--- src/sv/assert_macros.svh ---
// assertion macros shared by the lock table modules
`ifndef ASSERT_MACROS_SVH
`define ASSERT_MACROS_SVH

// antecedent implies consequent in the same cycle
`define ILTM_ASSERT_IMPL(label, ante, cons) \
    label: assert property (@(posedge i_clk) disable iff (!i_rst_n) (ante) |-> (cons)) \
        else $error("lock table assertion failed");

// antecedent implies consequent in the next cycle
`define ILTM_ASSERT_NEXT(label, ante, cons) \
    label: assert property (@(posedge i_clk) disable iff (!i_rst_n) (ante) |=> (cons)) \
        else $error("lock table assertion failed");

`endif

--- src/sv/iltm_pkg.sv ---
// types, constants and helper functions of the intent lock table
package iltm_pkg;

    localparam int MAX_REQ   = 32;
    localparam int NUM_RES   = 16;
    localparam int NUM_MODES = 5;
    localparam int ID_W      = 5;
    localparam int LINK_W    = 6;
    localparam int RES_W     = 4;
    localparam int MODE_W    = 3;
    localparam int CNT_W     = 6;
    localparam int OP_W      = 5;

    localparam logic [LINK_W-1:0] NULL_LINK = 6'd63;

    localparam logic [MODE_W-1:0] MODE_X = 3'd4;

    localparam logic [1:0] ST_FREE    = 2'd0;
    localparam logic [1:0] ST_GRANTED = 2'd1;
    localparam logic [1:0] ST_WAITING = 2'd2;

    localparam logic [1:0] OUT_GRANTED  = 2'd0;
    localparam logic [1:0] OUT_WAITING  = 2'd1;
    localparam logic [1:0] OUT_RELEASED = 2'd2;
    localparam logic [1:0] OUT_ERROR    = 2'd3;

    // datapath commands
    localparam logic [OP_W-1:0] OP_NOP    = 5'd0;
    localparam logic [OP_W-1:0] OP_LATCH  = 5'd1;
    localparam logic [OP_W-1:0] OP_LOCK   = 5'd2;
    localparam logic [OP_W-1:0] OP_LINK   = 5'd3;
    localparam logic [OP_W-1:0] OP_UCHK   = 5'd4;
    localparam logic [OP_W-1:0] OP_ULOAD  = 5'd5;
    localparam logic [OP_W-1:0] OP_UREL   = 5'd6;
    localparam logic [OP_W-1:0] OP_UNLP   = 5'd7;
    localparam logic [OP_W-1:0] OP_UNLN   = 5'd8;
    localparam logic [OP_W-1:0] OP_UCLR   = 5'd9;
    localparam logic [OP_W-1:0] OP_SRD    = 5'd10;
    localparam logic [OP_W-1:0] OP_SCHK   = 5'd11;
    localparam logic [OP_W-1:0] OP_SGRANT = 5'd12;
    localparam logic [OP_W-1:0] OP_WB     = 5'd13;
    localparam logic [OP_W-1:0] OP_ERD    = 5'd14;
    localparam logic [OP_W-1:0] OP_EOUT   = 5'd15;

    localparam logic [NUM_MODES-1:0] CONFLICT [NUM_MODES] = '{
        5'b00000,
        5'b10000,
        5'b11000,
        5'b10100,
        5'b11110
    };

    typedef struct packed {
        logic              action;
        logic [ID_W-1:0]   request_id;
        logic [RES_W-1:0]  resource_slot;
        logic [MODE_W-1:0] lock_mode;
        logic              at_front;
        logic              compat_first;
    } t_in;

    typedef struct packed {
        logic [ID_W-1:0] out_request;
        logic [1:0]      outcome;
        logic            waiters_pending;
        logic            last;
    } t_out;

    typedef struct packed {
        logic [RES_W-1:0]  resource;
        logic [MODE_W-1:0] mode;
        logic [1:0]        status;
        logic              compat;
        logic [LINK_W-1:0] next;
        logic [LINK_W-1:0] prev;
    } t_req;

    typedef struct packed {
        logic [NUM_MODES-1:0][CNT_W-1:0] granted;
        logic [NUM_MODES-1:0][CNT_W-1:0] waiting;
        logic [CNT_W-1:0]                cf_count;
        logic [LINK_W-1:0]               head;
        logic [LINK_W-1:0]               tail;
    } t_row;

    typedef struct packed {
        logic [ID_W-1:0] id;
        logic [1:0]      outcome;
    } t_bent;

    typedef struct packed {
        logic action;
        logic lk_wait;
        logic u_free;
        logic u_granted;
        logic check;
        logic it_null;
        logic s_clash;
        logic s_stop;
        logic s_x;
        logic last_out;
    } t_status;

    localparam t_req REQ_RESET = '{resource: '0, mode: '0, status: ST_FREE, compat: 1'b0,
                                   next: NULL_LINK, prev: NULL_LINK};

    localparam t_row ROW_RESET = '{granted: '0, waiting: '0, cf_count: '0,
                                   head: NULL_LINK, tail: NULL_LINK};

    function automatic logic link_ok(input logic [LINK_W-1:0] l);
        return l < LINK_W'(MAX_REQ);
    endfunction

    function automatic logic [NUM_MODES-1:0] mode_set(
        input logic [NUM_MODES-1:0][CNT_W-1:0] c);
        logic [NUM_MODES-1:0] m;
        for (int i = 0; i < NUM_MODES; i++) begin
            m[i] = c[i] != '0;
        end
        return m;
    endfunction

    function automatic logic clashes(input logic [MODE_W-1:0] mode,
                                     input logic [NUM_MODES-1:0] set);
        logic r;
        case (mode)
            3'd0: r = (CONFLICT[0] & set) != '0;
            3'd1: r = (CONFLICT[1] & set) != '0;
            3'd2: r = (CONFLICT[2] & set) != '0;
            3'd3: r = (CONFLICT[3] & set) != '0;
            3'd4: r = (CONFLICT[4] & set) != '0;
            default: r = 1'b0;
        endcase
        return r;
    endfunction

    function automatic logic [CNT_W-1:0] dec_cnt(input logic [CNT_W-1:0] c);
        return (c != '0) ? c - CNT_W'(1) : c;
    endfunction

endpackage

--- src/sv/iltm_datapath.sv ---
// lock table datapath: request table, resource table, result buffer
module iltm_datapath import iltm_pkg::*; (
    input  logic            i_clk,
    input  logic            i_rst_n,
    input  t_in             i_item,
    input  logic [OP_W-1:0] i_op,
    output t_status         o_st,
    output t_out            o_result,
    output logic            o_result_valid
);

    localparam logic [1:0] WR_ROW  = 2'd0;
    localparam logic [1:0] WR_NEXT = 2'd1;
    localparam logic [1:0] WR_PREV = 2'd2;

    t_req              r_req [MAX_REQ];
    t_row              r_rtab [NUM_RES];
    t_bent             r_buf [MAX_REQ];

    t_in               r_in,    n_in;
    t_req              r_rq;
    t_row              r_row,   n_row;
    logic [RES_W-1:0]  r_res,   n_res;
    logic [LINK_W-1:0] r_it,    n_it;
    logic [LINK_W-1:0] r_p,     n_p;
    logic [LINK_W-1:0] r_n,     n_n;
    logic              r_check, n_check;
    logic              r_newly, n_newly;
    logic              r_err,   n_err;
    logic [ID_W:0]     r_cnt,   n_cnt;
    logic [ID_W:0]     r_rd,    n_rd;
    t_bent             r_bo;

    logic              rd_en;
    logic [ID_W-1:0]   rd_addr;
    logic              wr_en;
    logic [1:0]        wr_kind;
    logic [ID_W-1:0]   wr_addr;
    t_req              wr_row;
    logic [LINK_W-1:0] wr_link;
    logic              bw_en;
    t_bent             bw_data;

    logic [NUM_MODES-1:0] gset, wset;
    logic                 lk_err, lk_wait;
    logic [MODE_W-1:0]    lm, rm;

    assign gset    = mode_set(r_row.granted);
    assign wset    = mode_set(r_row.waiting);
    assign lm      = r_in.lock_mode;
    assign rm      = r_rq.mode;
    assign lk_err  = (lm > MODE_X) || (r_rq.status != ST_FREE);
    assign lk_wait = clashes(lm, gset) || ((r_row.cf_count == '0) && clashes(lm, wset));

    always_comb begin
        o_st.action    = r_in.action;
        o_st.lk_wait   = !lk_err && lk_wait;
        o_st.u_free    = r_rq.status == ST_FREE;
        o_st.u_granted = r_rq.status == ST_GRANTED;
        o_st.check     = r_check;
        o_st.it_null   = !link_ok(r_it);
        o_st.s_clash   = clashes(rm, gset);
        o_st.s_stop    = !link_ok(r_rq.prev) && !r_newly;
        o_st.s_x       = rm == MODE_X;
        o_st.last_out  = (r_rd + (ID_W+1)'(1)) == r_cnt;
    end

    always_comb begin
        n_in    = r_in;
        n_row   = r_row;
        n_res   = r_res;
        n_it    = r_it;
        n_p     = r_p;
        n_n     = r_n;
        n_check = r_check;
        n_newly = r_newly;
        n_err   = r_err;
        n_cnt   = r_cnt;
        n_rd    = r_rd;
        rd_en   = 1'b0;
        rd_addr = r_in.request_id;
        wr_en   = 1'b0;
        wr_kind = WR_ROW;
        wr_addr = r_in.request_id;
        wr_row  = REQ_RESET;
        wr_link = NULL_LINK;
        bw_en   = 1'b0;
        bw_data = '{id: r_in.request_id, outcome: OUT_ERROR};
        case (i_op)
            OP_LATCH: begin
                n_in    = i_item;
                rd_en   = 1'b1;
                rd_addr = i_item.request_id;
                n_row   = r_rtab[i_item.resource_slot];
                n_res   = i_item.resource_slot;
                n_cnt   = '0;
                n_err   = 1'b0;
            end
            OP_LOCK: begin
                bw_en = 1'b1;
                if (lk_err) begin
                    n_err = 1'b1;
                end else if (lk_wait) begin
                    wr_en  = 1'b1;
                    wr_row = '{resource: r_in.resource_slot, mode: lm, status: ST_WAITING,
                               compat: r_in.compat_first,
                               next: r_in.at_front ? r_row.head : NULL_LINK,
                               prev: r_in.at_front ? NULL_LINK : r_row.tail};
                    n_row.waiting[lm] = r_row.waiting[lm] + CNT_W'(1);
                    if (r_in.at_front) begin
                        n_p = r_row.head;
                        if (!link_ok(r_row.head)) n_row.tail = LINK_W'(r_in.request_id);
                        n_row.head = LINK_W'(r_in.request_id);
                    end else begin
                        n_p = r_row.tail;
                        if (!link_ok(r_row.tail)) n_row.head = LINK_W'(r_in.request_id);
                        n_row.tail = LINK_W'(r_in.request_id);
                    end
                    bw_data.outcome = OUT_WAITING;
                end else begin
                    wr_en  = 1'b1;
                    wr_row = '{resource: r_in.resource_slot, mode: lm, status: ST_GRANTED,
                               compat: r_in.compat_first, next: NULL_LINK, prev: NULL_LINK};
                    n_row.granted[lm] = r_row.granted[lm] + CNT_W'(1);
                    if (r_in.compat_first) n_row.cf_count = r_row.cf_count + CNT_W'(1);
                    bw_data.outcome = OUT_GRANTED;
                end
            end
            OP_LINK: begin
                if (link_ok(r_p)) begin
                    wr_en   = 1'b1;
                    wr_kind = r_in.at_front ? WR_PREV : WR_NEXT;
                    wr_addr = r_p[ID_W-1:0];
                    wr_link = LINK_W'(r_in.request_id);
                end
            end
            OP_UCHK: begin
                if (r_rq.status == ST_FREE) begin
                    bw_en = 1'b1;
                    n_err = 1'b1;
                end
            end
            OP_ULOAD: begin
                n_row = r_rtab[r_rq.resource];
                n_res = r_rq.resource;
            end
            OP_UREL: begin
                if (r_rq.status == ST_GRANTED) begin
                    n_row.granted[rm] = dec_cnt(r_row.granted[rm]);
                    if (r_rq.compat) n_row.cf_count = dec_cnt(r_row.cf_count);
                    n_check = r_row.granted[rm] <= CNT_W'(1);
                end else begin
                    n_row.waiting[rm] = dec_cnt(r_row.waiting[rm]);
                    n_p     = r_rq.prev;
                    n_n     = r_rq.next;
                    n_check = 1'b1;
                end
            end
            OP_UNLP: begin
                if (link_ok(r_p)) begin
                    wr_en   = 1'b1;
                    wr_kind = WR_NEXT;
                    wr_addr = r_p[ID_W-1:0];
                    wr_link = r_n;
                end else begin
                    n_row.head = r_n;
                end
            end
            OP_UNLN: begin
                if (link_ok(r_n)) begin
                    wr_en   = 1'b1;
                    wr_kind = WR_PREV;
                    wr_addr = r_n[ID_W-1:0];
                    wr_link = r_p;
                end else begin
                    n_row.tail = r_p;
                end
            end
            OP_UCLR: begin
                wr_en           = 1'b1;
                bw_en           = 1'b1;
                bw_data.outcome = OUT_RELEASED;
                n_it            = r_row.head;
                n_newly         = 1'b0;
            end
            OP_SRD: begin
                rd_en   = 1'b1;
                rd_addr = r_it[ID_W-1:0];
            end
            OP_SCHK: begin
                if (clashes(rm, gset)) begin
                    n_it = r_rq.next;
                end else begin
                    n_p = r_rq.prev;
                    n_n = r_rq.next;
                end
            end
            OP_SGRANT: begin
                wr_en       = 1'b1;
                wr_addr     = r_it[ID_W-1:0];
                wr_row      = r_rq;
                wr_row.status = ST_GRANTED;
                wr_row.next = NULL_LINK;
                wr_row.prev = NULL_LINK;
                n_row.waiting[rm] = dec_cnt(r_row.waiting[rm]);
                n_row.granted[rm] = r_row.granted[rm] + CNT_W'(1);
                if (r_rq.compat) begin
                    if (r_row.cf_count == '0) n_newly = 1'b1;
                    n_row.cf_count = r_row.cf_count + CNT_W'(1);
                end
                bw_en   = 1'b1;
                bw_data = '{id: r_it[ID_W-1:0], outcome: OUT_GRANTED};
                n_it    = r_n;
            end
            OP_WB: begin
                n_rd = '0;
            end
            OP_EOUT: begin
                n_rd = r_rd + (ID_W+1)'(1);
            end
            default: begin
            end
        endcase
        if (bw_en) n_cnt = r_cnt + (ID_W+1)'(1);
    end

    always_ff @(posedge i_clk) begin
        if (!i_rst_n) begin
            for (int i = 0; i < MAX_REQ; i++) r_req[i] <= REQ_RESET;
            for (int i = 0; i < NUM_RES; i++) r_rtab[i] <= ROW_RESET;
            r_cnt   <= '0;
            r_rd    <= '0;
            r_err   <= 1'b0;
            r_check <= 1'b0;
            r_newly <= 1'b0;
            r_it    <= NULL_LINK;
        end else begin
            if (wr_en) begin
                case (wr_kind)
                    WR_NEXT: r_req[wr_addr].next <= wr_link;
                    WR_PREV: r_req[wr_addr].prev <= wr_link;
                    default: r_req[wr_addr] <= wr_row;
                endcase
            end
            if (i_op == OP_WB) r_rtab[r_res] <= r_row;
            r_cnt   <= n_cnt;
            r_rd    <= n_rd;
            r_err   <= n_err;
            r_check <= n_check;
            r_newly <= n_newly;
            r_it    <= n_it;
        end
    end

    // payload registers and result buffer
    always_ff @(posedge i_clk) begin
        r_in  <= n_in;
        r_row <= n_row;
        r_res <= n_res;
        r_p   <= n_p;
        r_n   <= n_n;
        if (rd_en) r_rq <= r_req[rd_addr];
        if (bw_en) r_buf[r_cnt[ID_W-1:0]] <= bw_data;
        if (i_op == OP_ERD) r_bo <= r_buf[r_rd[ID_W-1:0]];
    end

    assign o_result_valid = i_op == OP_EOUT;
    always_comb begin
        o_result.out_request     = r_bo.id;
        o_result.outcome         = r_bo.outcome;
        o_result.waiters_pending = !r_err && link_ok(r_row.head);
        o_result.last            = o_st.last_out;
    end

`include "assert_macros.svh"

    `ILTM_ASSERT_IMPL(a_buf_bound, 1'b1, r_cnt <= (ID_W+1)'(MAX_REQ))

endmodule

--- src/sv/iltm_ctrl.sv ---
// lock table controller state machine
module iltm_ctrl import iltm_pkg::*; (
    input  logic            i_clk,
    input  logic            i_rst_n,
    input  logic            i_start,
    input  t_status         i_st,
    output logic [OP_W-1:0] o_op,
    output logic            o_busy
);

    localparam logic [3:0] S_IDLE   = 4'd0;
    localparam logic [3:0] S_DEC    = 4'd1;
    localparam logic [3:0] S_LINK   = 4'd2;
    localparam logic [3:0] S_ULOAD  = 4'd3;
    localparam logic [3:0] S_UREL   = 4'd4;
    localparam logic [3:0] S_UUNP   = 4'd5;
    localparam logic [3:0] S_UUNN   = 4'd6;
    localparam logic [3:0] S_UCLR   = 4'd7;
    localparam logic [3:0] S_SRD    = 4'd8;
    localparam logic [3:0] S_SCHK   = 4'd9;
    localparam logic [3:0] S_GUNP   = 4'd10;
    localparam logic [3:0] S_GUNN   = 4'd11;
    localparam logic [3:0] S_GGRANT = 4'd12;
    localparam logic [3:0] S_WB     = 4'd13;
    localparam logic [3:0] S_ERD    = 4'd14;
    localparam logic [3:0] S_EOUT   = 4'd15;

    logic [3:0] r_state, n_state;

    always_comb begin
        n_state = r_state;
        o_op    = OP_NOP;
        case (r_state)
            S_IDLE: begin
                if (i_start) begin
                    o_op    = OP_LATCH;
                    n_state = S_DEC;
                end
            end
            S_DEC: begin
                if (!i_st.action) begin
                    o_op    = OP_LOCK;
                    n_state = i_st.lk_wait ? S_LINK : S_WB;
                end else begin
                    o_op    = OP_UCHK;
                    n_state = i_st.u_free ? S_WB : S_ULOAD;
                end
            end
            S_LINK: begin
                o_op    = OP_LINK;
                n_state = S_WB;
            end
            S_ULOAD: begin
                o_op    = OP_ULOAD;
                n_state = S_UREL;
            end
            S_UREL: begin
                o_op    = OP_UREL;
                n_state = i_st.u_granted ? S_UCLR : S_UUNP;
            end
            S_UUNP: begin
                o_op    = OP_UNLP;
                n_state = S_UUNN;
            end
            S_UUNN: begin
                o_op    = OP_UNLN;
                n_state = S_UCLR;
            end
            S_UCLR: begin
                o_op    = OP_UCLR;
                n_state = i_st.check ? S_SRD : S_WB;
            end
            S_SRD: begin
                o_op    = OP_SRD;
                n_state = i_st.it_null ? S_WB : S_SCHK;
            end
            S_SCHK: begin
                o_op = OP_SCHK;
                if (i_st.s_clash) n_state = i_st.s_stop ? S_WB : S_SRD;
                else              n_state = S_GUNP;
            end
            S_GUNP: begin
                o_op    = OP_UNLP;
                n_state = S_GUNN;
            end
            S_GUNN: begin
                o_op    = OP_UNLN;
                n_state = S_GGRANT;
            end
            S_GGRANT: begin
                o_op    = OP_SGRANT;
                n_state = i_st.s_x ? S_WB : S_SRD;
            end
            S_WB: begin
                o_op    = OP_WB;
                n_state = S_ERD;
            end
            S_ERD: begin
                o_op    = OP_ERD;
                n_state = S_EOUT;
            end
            S_EOUT: begin
                o_op    = OP_EOUT;
                n_state = i_st.last_out ? S_IDLE : S_ERD;
            end
            default: n_state = S_IDLE;
        endcase
    end

    always_ff @(posedge i_clk) begin
        if (!i_rst_n) begin
            r_state <= S_IDLE;
        end else begin
            r_state <= n_state;
        end
    end

    assign o_busy = r_state != S_IDLE;

`include "assert_macros.svh"

    `ILTM_ASSERT_NEXT(a_start_dec, r_state == S_IDLE && i_start, r_state == S_DEC)
    `ILTM_ASSERT_NEXT(a_last_idle, r_state == S_EOUT && i_st.last_out, r_state == S_IDLE)
    `ILTM_ASSERT_NEXT(a_wb_emit, r_state == S_WB, r_state == S_ERD && o_busy)

endmodule

--- src/sv/intent_lock_table_manager_unit.sv ---
// top level of the intent lock table manager
//
//  channel  | handshake              | payload
//  ---------+------------------------+------------------
//  input    | start high, busy low   | i_item (t_in)
//  result   | o_result_valid strobe  | o_result (t_out)
//
// a lock runs accept, evaluate, link (when it queues), write-back, then reads out each result
// an unlock runs accept, check, load, release, unlink (when it cancels a waiter), clear;
// a free slot skips to write-back; the scan passes over clashing waiters, grants others
// reset is synchronous; the request and resource tables come up empty at once
// results are strobed for one cycle each and the receiver cannot stall them;
// busy stays high until the last one
module intent_lock_table_manager_unit import iltm_pkg::*; (
    input  logic i_clk,
    input  logic i_rst_n,
    input  logic start,
    output logic busy,
    input  t_in  i_item,
    output t_out o_result,
    output logic o_result_valid
);

    logic [OP_W-1:0] op;
    t_status         st;

    iltm_ctrl u_ctrl (
        .i_clk   (i_clk),
        .i_rst_n (i_rst_n),
        .i_start (start),
        .i_st    (st),
        .o_op    (op),
        .o_busy  (busy)
    );

    iltm_datapath u_dp (
        .i_clk          (i_clk),
        .i_rst_n        (i_rst_n),
        .i_item         (i_item),
        .i_op           (op),
        .o_st           (st),
        .o_result       (o_result),
        .o_result_valid (o_result_valid)
    );

endmodule
--- config.mk ---
export PLATFORM = sky130hd
export DESIGN_NAME = intent_lock_table_manager_unit
export DESIGN_NICKNAME = d
export VERILOG_FILES = /design/src/sv/iltm_pkg.sv /design/src/sv/iltm_datapath.sv /design/src/sv/iltm_ctrl.sv /design/src/sv/intent_lock_table_manager_unit.sv
export VERILOG_INCLUDE_DIRS = /design/src /design/src/sv
export SDC_FILE = /design/constraint.sdc
export NUM_CORES = 2
export LEC_CHECK = 0
export BUFFER_PORTS_ARGS = -buffer_cell sky130_fd_sc_hd__buf_2
export CAP_MARGIN = 20
export CORE_ASPECT_RATIO = 1.75
export CORE_MARGIN = 3
export CORE_UTILIZATION = 30
export CTS_CLUSTER_SIZE = 8
export DETAILED_ROUTE_END_ITERATION = 10
export MAX_ROUTING_LAYER = met4
export SYNTH_ARGS = -nofsm -noshare
export SYNTH_HDL_FRONTEND = slang
export SYNTH_SLANG_ARGS = --single-unit
--- constraint.sdc ---
create_clock -name i_clk -period 13.3 [get_ports i_clk]
set_clock_uncertainty 0.2 [all_clocks]
set_input_delay 2.66 -clock i_clk [delete_from_list [all_inputs] [get_ports i_clk]]
set_output_delay 2.66 -clock i_clk [all_outputs]
set_load 0.01 [all_outputs]
==> reports/results.txt <==
status: complete, but fails checks
failing checks: DRC
DR WL/cell: 30.6 um
PortBufs: 28
leakage: 41.9 nW
Final nets: 8369
die width: 481 um
fmax: 156 MHz
pwr/cell area: 192 nW/um^2
crit path max fanout: 59
initial core utilization: 0.302
WHS: 0.300 ns
largest cells by area after synthesis: edfxtp_1, mux4_2, and2_1, nand2_1, clkbuf_1
Worst Setup Slack, final: 6.89 ns
Synth Area in XOR/XNOR: 0.00219
Primary FF master, synth: edfxtp_1
CTS Buf Count: 335
Syn Inst Count: 8614
Post-Synth Simple-Gate Area: 0.160
Slew headroom: 0.153
Clock power frac: 0.299
most frequent cell after synthesis: edfxtp_1
Synth cell types: 102
CTS tree: yes
register share of total power: 0.371
syn avg cell area: 13.7 sq um
Critical Path RT: 10.44 ns
root buffer cell: clkbuf_16
antenna violations before repair: 11
grt met1 use: 0.198
Net Switching: 9.67 mW
largest net degree at the start of global routing: 191
Synth top area share: 0.587
final worst-path cycle share: 0.482
Most Crowded Layer GR: met2
worst setup path class: register to output port
gr ovfl total: 0
Die ar.: 402000 sq um
final hold violations: 0
Clock Path Buffers: 4
largest family of logic cells by synthesized area: multiplexers
Clock Latency Late Sink: 0.94 ns
CTS H-Tree Depth: 5
Via density: 5.77
first-pass GRT wire length: 588000 um
Post-synth EDFFs: 2314
fin. max-slew vios: 0
Rows: 304
Post-CTS Setup Bufs: 0
Syn. warnings: 0
total clock sinks: 2339
share of layout cells above drive strength 1: 0.202
Mapped Area: 118000 sq um
fillers: 37369
leading area contributor after synthesis: edfxtp_1
switching share of power: 0.378
endpoints failing setup: 0
sequential-to-total area share from yosys stat: 0.591
Post-CTS Hold Buffers: 0
cell internal pwr: 15.9 mW
post-synthesis mux area share: 0.168
compound-gate portion of the synthesized area: 0.0444
placer congestion estimate: 0.934
Final ANT Viol Nets: 0
# DRC: 1
min-delay worst type: register to register
maximum VDD drop: 198 uV
total track usage: 0.208
placeable core area: 392000 sq um
crit path DAT: 3.55 ns
drt pass-1 iters: 11
Worst-path clk slew: 0.05 ns
#FFs+latches synth: 2339
initial DRC count: 9297
Die H: 837 um
DP Cell Count: 13193
hpwl dp: 259000 um
Setup TNS: 0 ns
vias in the first global route: 82050
worst slack at placement: 6.20 ns
Synth top cells by count: edfxtp_1, nand2_1, and2_1, mux4_2, clkbuf_1
number of max-cap violations: 0
area grow syn2layout: 12.3%
final total power: 25.6 mW
Final Non-Filler Cells: 13588
DR vias: 78349
io pins: 29
crit end category: output port
Worst Tran Pin Value: 1.26 ns
GR Layer Usage met3: 0.0305
Startpoint Class: register
Post-Route WL: 416000 um
Mapped Nets: 8649
# resized after CTS: 0
Logic pwr share: 0.330
Synth Area in Adders: 0.00180
RSZ-0062 raised after global routing: false
minimum clock period: 6.41 ns
M2 GR Usage: 0.361
Post-synth ARST share: 0
==> power by group through the flow <==
stage                     Clock [mW]  Combinational, mW  Sequential (mW)
final                           7.64               8.44             9.48
after global routing            7.99               8.74             9.49
after CTS                       7.73               8.31             9.44
after detailed placement           0               8.29             9.58
after global placement             0               8.22             9.54
after floorplan                    0               5.53             8.99
==> cell families after synthesis <==
logic type	count (synthesis)
and+or+nand+nor	3627
DFF	2339
muxes	938
buffers and inverters	927
AOI/OAI and AO/OA	738
xor gates and xnor gates	28
adders and majority gates	17
==> worst paths after layout <==
path | start | to | slack, ns | depth (start not counted)
hold reg to reg | u_dp.r_newly$_SDFFE_PN0P_ | u_dp.r_newly$_SDFFE_PN0P_ | 0.30 | 2
setup reg to reg | u_ctrl.r_state[3]$_SDFFE_PN0P_ | u_dp.r_req[28][21]$_SDFFCE_PN0P_ | 7.35 | 9
setup / recovery | u_dp.r_rd[1]$_SDFFE_PN0P_ | o_result[0] | 6.89 | 7
hold / removal | u_dp.r_newly$_SDFFE_PN0P_ | u_dp.r_newly$_SDFFE_PN0P_ | 0.30 | 2
==> flip-flops by register name, summed over array words and instances, names as in the netlist, 7 cells and up <==
register and cells:
u_dp.r_in 11, u_dp.r_req 704, u_dp.r_buf 224, u_dp.o_result 7, u_dp.r_row 78, u_dp.r_rtab 1248
u_dp.r_rq 19
==> worst max-delay path: stages (launching register included) <==
cell and delay (ns):
dfxtp_2 0.31, buf_4 0.64, ha_1 0.40, xor2_1 0.16, nor3_1 0.33, nand3_1 0.22, inv_1 0.35, buf_2 0.21
==> per-layer routing <==
layer  vias up  routed length [um]
met5         -                   0
met4         0               44500
met3      1632               28800
met2      4505              217000
met1     40186              126000
li1      32026                   -
==> cell usage in the layout, fill, tap and decap left out, types with 101 or more instances in the layout <==
master	instances
clkbuf_16	337
nand3_1	182
or3_1	145
nor2_1	524
nand2b_1	118
mux4_2	838
a211oi_1	101
and3_1	115
edfxtp_1	2314
nand2_1	1108
and2_1	997
nor3_1	119
buf_4	229
==> final cells by class <==
class                           count  area [sq um]  share of cell area
Clock buffer                      353          8490              0.0639
Sequential cell                  2339         70000               0.526
Antenna cell                       13          32.5            0.000245
Inverter                           35           131            0.000988
Timing Repair Buffer              275          2280              0.0171
Tap cell                         5202          6510              0.0490
Multi-Input combinational cell   5348         45200               0.340
Clock inverter                     23           334             0.00251
==> per-stage QoR <==
| step | utilization | cell area (sq um) |
|---|---|---|
| floorplan | - | 118000 |
| global placement | 0.316 | 124000 |
| detailed placement | 0.316 | 124000 |
| CTS | 0.339 | 133000 |
| global route | 0.339 | 133000 |
| finish | 0.339 | 133000 |
Power figures use the tool's default switching activity.
